[src/rtl/mmcd_pkg.sv]
// Shared widths, codes and control types of the min/max column decimator.
`timescale 1ns / 1ps

package mmcd_pkg;

   // Widths of the sample index and of the window registers.
   localparam int INDEX_W = 32;
   // Width of the plot width register; the column quotient never exceeds it.
   localparam int WIDTH_W = 11;
   localparam int QUOT_W = WIDTH_W;
   // Offset times plot width.
   localparam int PRODUCT_W = INDEX_W + WIDTH_W;
   // Step counter of the divider, counts 0 .. QUOT_W-1.
   localparam int DIV_CNT_W = 4;
   // Column index wide enough for the largest supported column count.
   localparam int COL_IDX_W = 14;

   // Request kinds carried in tuser.
   localparam logic [1:0] REQ_UPDATE = 2'd0;
   localparam logic [1:0] REQ_READ = 2'd1;
   localparam logic [1:0] REQ_CLEAR = 2'd2;

   // Control of the column store for one cycle.
   typedef struct packed {
      logic rd_en;
      logic wr_en;
      logic wr_codes;
      logic wr_flag;
   } mmcd_store_ctl_type;

   // Status of the divider.
   typedef struct packed {
      logic busy;
      logic done;
   } mmcd_div_status_type;

endpackage

[src/rtl/mmcd_divider.sv]
// Radix-2 restoring divider that turns the scaled offset into a column number.
`timescale 1ns / 1ps

module mmcd_divider
   import mmcd_pkg::*;
(
   input  logic                     clock,
   input  logic                     reset,
   input  logic                     start,
   input  logic [PRODUCT_W-1:0]     dividend,
   input  logic [INDEX_W-1:0]       divisor,
   output mmcd_div_status_type      status,
   output logic [QUOT_W-1:0]        quotient
);

   // The dividend is below divisor * 2**QUOT_W, so its upper part already lies
   // below the divisor and only QUOT_W quotient bits remain to be found.
   logic [INDEX_W-1:0]   rem_ff, rem_in;
   logic [QUOT_W-1:0]    quo_ff, quo_in;
   logic [INDEX_W-1:0]   div_ff, div_in;
   logic [DIV_CNT_W-1:0] cnt_ff, cnt_in;
   logic                 busy_ff, busy_in;
   logic                 done_ff, done_in;

   logic [INDEX_W:0]     trial;
   logic [INDEX_W:0]     trial_diff;
   logic                 fits;

   // One shift and subtract step per cycle.
   always_comb begin
      trial = {rem_ff, quo_ff[QUOT_W-1]};
      trial_diff = trial - {1'b0, div_ff};
      fits = (trial >= {1'b0, div_ff});

      rem_in = rem_ff;
      quo_in = quo_ff;
      div_in = div_ff;
      cnt_in = cnt_ff;
      busy_in = busy_ff;
      done_in = 1'b0;

      if (start) begin
         rem_in = dividend[PRODUCT_W-1:QUOT_W];
         quo_in = dividend[QUOT_W-1:0];
         div_in = divisor;
         cnt_in = '0;
         busy_in = 1'b1;
      end else if (busy_ff) begin
         rem_in = fits ? trial_diff[INDEX_W-1:0] : trial[INDEX_W-1:0];
         quo_in = {quo_ff[QUOT_W-2:0], fits};
         cnt_in = cnt_ff + 1'b1;
         if (cnt_ff == DIV_CNT_W'(QUOT_W - 1)) begin
            busy_in = 1'b0;
            done_in = 1'b1;
         end
      end
   end

   always_ff @(posedge clock) begin
      if (reset) begin
         busy_ff <= 1'b0;
         done_ff <= 1'b0;
         cnt_ff <= '0;
      end else begin
         busy_ff <= busy_in;
         done_ff <= done_in;
         cnt_ff <= cnt_in;
      end
      rem_ff <= rem_in;
      quo_ff <= quo_in;
      div_ff <= div_in;
   end

   assign status.busy = busy_ff;
   assign status.done = done_ff;
   assign quotient = quo_ff;

endmodule

[config.mk]
export PLATFORM = sky130hd
export DESIGN_NAME = mmcd_divider
export DESIGN_NICKNAME = d
export VERILOG_FILES = /design/src/rtl/mmcd_pkg.sv /design/src/rtl/mmcd_divider.sv
export SDC_FILE = /design/constraint.sdc
export NUM_CORES = 1
export LEC_CHECK = 0
export BUFFER_PORTS_ARGS = -buffer_cell sky130_fd_sc_hd__buf_2
export CORE_MARGIN = 5
export CORE_UTILIZATION = 51
export CTS_BUF_LIST = sky130_fd_sc_hd__clkbuf_16
export CTS_CLUSTER_DIAMETER = 120
export DETAILED_ROUTE_END_ITERATION = 10
export PLACE_DENSITY = 0.84
export SYNTH_ARGS = -nofsm -noshare
export SYNTH_HDL_FRONTEND = slang
export SYNTH_SLANG_ARGS = --single-unit
[constraint.sdc]
create_clock -name clock -period 3.9 [get_ports clock]
set_clock_uncertainty 0.2 [all_clocks]
set_input_delay 0.195 -clock clock [delete_from_list [all_inputs] [get_ports clock]]
set_output_delay 0.195 -clock clock [all_outputs]
set_load 0.01 [all_outputs]
==> results.yml, run 1 <==
status:
  status: "finished, final reports clean"
clock_tree:
  clk_pin_slew_ps: 70
  htree_levels: 3
  insertion_delay_ps: 350
  cts_root_buf: "clkbuf_16"
  cts_buffers: 9
  cts_tree: "built"
  cts_max_path_buffers: 2
  cts_sinks: 81
  post_cts_buffers: 0
placed_design:
  place_congestion: 0.879
  dp_slack_ps: 224
  dp.cells: 707
  dp_hpwl_mm: 9.01
  io_buffers: 90
timing:
  period_share_pct: 93.3
  max_slew_margin_pct: 30.6
  maxSlewViolCount: 0
  setup_tns_ps: 0
  layout_setup_ws_ps: 261
  worst_pin_slew_ps: 1040
  finalHoldViolations: 0
  setup_viol: 0
  max_freq_mhz: 275
  fin_crit_ps: 3640
  rsz0062_at_grt: "false"
grt:
  grt_start_max_net_pins: 44
  grt_pass1_vias: 4485
  grt_antenna_before_repair: 0
  grt_use_total_pct: 21.8
  grt_overflow: 0
  grt_pass1_wl_mm: 21.8
floorplanning:
  initial_utilization_pct: 52.7
  dieArea_um2: 12300
  core_um2: 9860
  io_pins: 91
  die_y_um: 111
  die_w_um: 111
  num_rows: 36
cells_and_area:
  nFillCells: 724
  nNetsFinal: 770
  area_growth_pct: 31.0
  instances_no_fill: 795
  antenna_cells: 0
  final_cell_mix: "buf_2 (90), edfxtp_1 (75), dlygate4sd3_1 (72), a21oi_1 (47), inv_1 (41)"
  layout-drive-gt1-share_pct: 20.4
  layout_commonest_cell: "buf_2"
worst_setup_path:
  reg2reg_slack_ps: 260
  path_max_fanout: 4
  critPathSlowestCell: "fa_1"
  slowest_delay_ps: 400
  start_kind: "flop"
  worstPathArrival_ps: 3590
  end_kind: "flop"
  worstPathRequired_ps: 3850
  path_cells: "inv_1 > ha_1 > inv_1 > fa_1 > a21o_1 > a221oi_4 > o21bai_1 > a211o_1 > a21o_1 > a41oi_1 > mux2_2 > a221oi_1"
  worstSetupPathType: "flop to flop"
synthesis:
  synth_top_cell_area_share_pct: 43.3
  netlist_area_um2: 5200
  synth-seq-cells: 81
  async_flop_share_pct: 0
  syn_avg_cell_area_um2: 10.4
  synthFlopType: "edfxtp_1"
  yosys_warnings: 0
  synthTopCellsByArea: "edfxtp_1 (43%), ha_1 (8.2%), a21oi_1 (4.5%), mux2i_1 (4.2%), mux2_2 (3.0%)"
  synth_area_leader_cell: "edfxtp_1"
  ys_seq_area_share_pct: 45.6
  synth_cell_type_count: 60
  synth_edf_count: 75
  syn_inst: 498
  synth_nets: 611
route:
  drc: 0
  drt_iter0_drc: 292
  firstDrtPassIters: 5
  viasPerCell: 5.58
  wirelength_mm: 13.2
  dr_total_vias: 4437
  postRouteAntennaNets: 0
  wl_per_cell_um: 16.7
power:
  p_leak_nw: 2.99
  vdd_drop_max_mv: 0.342
  power_density_nw_per_um2: 598
worst_hold_path:
  hold_class: "primary input to flop"
flow_run:
  maxCapViolations: 0
## area by class of cell
type	count	area [um^2]	area share [%]
clock inverters	6	55.1	0.808
flip-flops and latches	81	2370	34.8
multi-input cells	355	2580	37.9
repair buffers	168	1230	18.0
well taps	133	166	2.44
inverters	42	158	2.31
clock buffers	10	250	3.67
## final timing paths
kind,start,end,cells after the start
max,quotient[10],rem_ff[28],12
min,dividend[32],rem_ff[21],3
max reg2reg,quotient[10],rem_ff[28],12
min reg2reg,cnt_ff[3],done_ff,2
## repair_timing
action / 4_1_cts / 5_1_grt
resized for setup: 0 / 1
hold endpoints to repair: 77 / 0
hold buffers: 72 / 0
endpoints found under the setup margin: 0 / 1
## cells in the mapped netlist, types with 4 or more instances
library cell  number
mux2i_1           22
a21oi_1           47
edfxtp_1          75
nand2_1           27
nor3_1             7
o21bai_1           4
clkbuf_1          13
mux2_2            14
xor2_1            12
and3_1            10
dfxtp_1            6
nand4_1            6
ha_1              34
o21a_1             7
buf_4              4
a31oi_1            8
a221o_1            5
inv_1             41
o21ai_0           19
xnor2_1           14
nor2_1            39
nand3_1           10
o21ai_1            4
a21o_1            16
## per-layer routing
layer | vias up | part of all wire, % | track usage (%) | wire (um)
li1 | 2172 | - | - | -
met2 | 148 | 50 | 36.8 | 6580
met3 | 17 | 5.4 | 4.37 | 718
met1 | 2100 | 43 | 27.7 | 5680
met5 | - | 0 | 0 | 0
met4 | 0 | 2.0 | 8.21 | 268
## report_power, final
part,internal (mW),switching [mW]
Clock,0.484,0.379
Combinational,0.870,1.09
Sequential,1.16,0.0901
Total,2.52,1.56
## registers in the layout, summed over array words and instances, names as in the netlist
signal	flops
rem_ff	32
cnt_ff	4
done_ff	1
div_ff	32
quotient	11
busy_ff	1
## through the flow
step,util [%],hold WS (ps),total power [mW],cell area (um^2)
after floorplan,-,67.4,2.69,5200
after global placement,58.5,172,3.05,5780
after detailed placement,58.5,173,3.13,5780
after CTS,68.9,12.0,4.06,6800
after global routing,69.1,26.4,4.35,6810
final,69.1,23.4,4.08,6810
## worst max-delay path: cells and delay by family (launching register included)
family | cells | cell delay, ps
mux | 1 | 350
buf+inv | 2 | 130
fa+ha+maj | 2 | 570
compound gates | 7 | 1810
flops | 1 | 370
## cell families (layout without fill, tap and decap cells)
kind of cell / after synthesis / in the layout / synth area share (%)
compound gates: 140 / 140 / 18.1
xor+xnor: 26 / 26 / 4.38
fa+ha+maj: 35 / 35 / 8.57
buf+inv: 62 / 226 / 4.91
flops: 81 / 81 / 45.6
mux: 36 / 36 / 7.27
simple gates: 118 / 118 / 11.1
Power figures use the tool's default switching activity.
==> run 2, diff against run 1 <==
ABC_AREA = 0   (was default)
BUFFER_PORTS_ARGS = -buffer_cell sky130_fd_sc_hd__buf_4   (was -buffer_cell sky130_fd_sc_hd__buf_2)
==> run 2 against run 1 <==
Effect of this change:
- the run now ends with hold timing left
- global-route usage is 0.43 points lower
- sequential share of layout area is 0.99 points lower
- critical path depth stayed put
- power grew 2.1%
- clock power rose by 8.1%
- highest routed layer unchanged
==> results.yml, run 2 (synthesis gave the netlist of run 1 again) <==
clock_tree:
  post_cts_buffers: 0
  cts_resized: 0
  clk_pin_slew_ps: 70
  cts_sinks: 81
  htree_levels: 3
  cts_max_path_buffers: 2
  cts_buffers: 9
  cts_tree: "built"
  postCtsHoldBufs: 70
  insertion_delay_ps: 340
  cts_root_buf: "clkbuf_16"
timing:
  period_share_pct: 95.2
  layout_setup_ws_ps: 185
  worst_pin_slew_ps: 1100
  max_slew_margin_pct: 26.5
  maxSlewViolCount: 0
  setup_viol: 0
  setup_tns_ps: 0
  finalHoldViolations: 1
  fin_crit_ps: 3710
  rsz0062_at_grt: "false"
  hold_ws_ps: -5.91
  max_freq_mhz: 269
placed_design:
  place_congestion: 0.884
  dp_hpwl_mm: 8.79
  io_buffers: 90
  dp_slack_ps: 205
worst_setup_path:
  reg2reg_slack_ps: 190
  worstSetupPathType: "flop to flop"
  reg2reg_depth: 12
  start_kind: "flop"
  path_max_fanout: 4
  worstPathRequired_ps: 3870
  slowest_delay_ps: 390
  r2r-start: "quotient[10]"
  path_buf_inv: 2
  worstPathArrival_ps: 3680
  critPathSlowestCell: "edfxtp_1"
  critPathTopFamily: "compound AO/OA/AOI/OAI gates"
  path_cells: "inv_1 > ha_1 > inv_1 > fa_1 > a21o_1 > a221oi_2 > o21bai_1 > a211o_1 > a21o_1 > a41oi_1 > mux2_2 > a221oi_1"
  end_kind: "flop"
  r2r-end: "rem_ff[28]"
cells_and_area:
  antenna_cells: 0
  layout-drive-gt1-share_pct: 20.2
  nNetsFinal: 766
  area_growth_pct: 34.9
  layout_commonest_cell: "buf_4"
  final_cell_mix: "buf_4 (93), edfxtp_1 (75), dlygate4sd3_1 (70), a21oi_1 (47), inv_1 (41)"
  final_core_util_pct: 71.1
route:
  dr_total_vias: 4444
  wirelength_mm: 13.2
  firstDrtPassIters: 6
  drc: 0
  drt_iter0_drc: 351
  postRouteAntennaNets: 0
  viasPerCell: 5.62
  wl_per_cell_um: 16.7
status:
  status: "finished with violations"
  violations: "hold timing"
floorplanning:
  num_rows: 36
  dieArea_um2: 12300
  io_pins: 91
  die_w_um: 111
  die_y_um: 111
  initial_utilization_pct: 52.7
  core_um2: 9860
grt:
  grt_antenna_before_repair: 0
  grt_overflow: 0
  grt_use_total_pct: 21.4
  grt_start_max_net_pins: 49
  grt_pass1_wl_mm: 21.7
  grt_pass1_vias: 4444
flow_run:
  maxCapViolations: 0
power:
  p_leak_nw: 3.05
  vdd_drop_max_mv: 0.301
  power_density_nw_per_um2: 594
worst_hold_path:
  hp-start: "dividend[16]"
  hold_path_depth: 3
  hold_class: "primary input to flop"
  hold_end: "rem_ff[5]"
==> run 2: changes by cell type in the layout (fill, tap and decap cells not counted), moves of 2 or more <==
cell / change
dlygate4sd3_1: -2
buf_2: -90
buf_4: +88
bufinv_16: +2
==> run 2: how the worst max path moves through the flow <==
stage	from	end	cells past startpoint
floorplan	quotient[10]	rem_ff[28]	12
global placement	quotient[10]	rem_ff[28]	12
detailed placement	quotient[10]	rem_ff[28]	12
CTS	quotient[10]	rem_ff[28]	12
global route	quotient[10]	rem_ff[28]	12
finish	quotient[10]	rem_ff[28]	12
==> run 2: metal layers <==
metal	global-route usage (%)	share of wire, %
met5	0	0
met4	5.01	1.2
met3	4.48	5.7
met2	36.6	49
met1	27.8	44
==> run 2: final cells by class <==
| class | instances | area, um^2 |
|---|---|---|
| Inverter | 42 | 158 |
| Fill cell | 679 | 2850 |
| Timing Repair Buffer | 164 | 1420 |
| Multi-Input combinational cell | 355 | 2570 |
| Clock buffer | 9 | 225 |
| Clock inverter | 7 | 100 |
| Tap cell | 133 | 166 |
| Sequential cell | 81 | 2370 |
==> run 2: through the flow <==
step,power (mW),cells,instance area (um^2)
3_5_place_dp,3.14,705,5990
2_1_floorplan,2.69,498,5200
5_1_grt,4.41,791,7010
3_3_place_gp,3.08,705,5990
6_report,4.16,791,7010
4_1_cts,4.14,791,7010
==> run 2: worst register-to-register path, delay by kind of cell, from the launching register on <==
family          cells  cell delay, ps
compound gates      7            1890
buf+inv             2             140
fa+ha+maj           2             550
mux                 1             370
flops               1             390
==> run 2: power by group <==
part | leakage [nW] | switching (mW) | internal (mW) | total [mW]
Clock | 0.160 | 0.367 | 0.567 | 0.933
Sequential | 0.792 | 0.0913 | 1.16 | 1.26
Combinational | 2.10 | 1.08 | 0.890 | 1.97
Total | 3.05 | 1.54 | 2.62 | 4.16
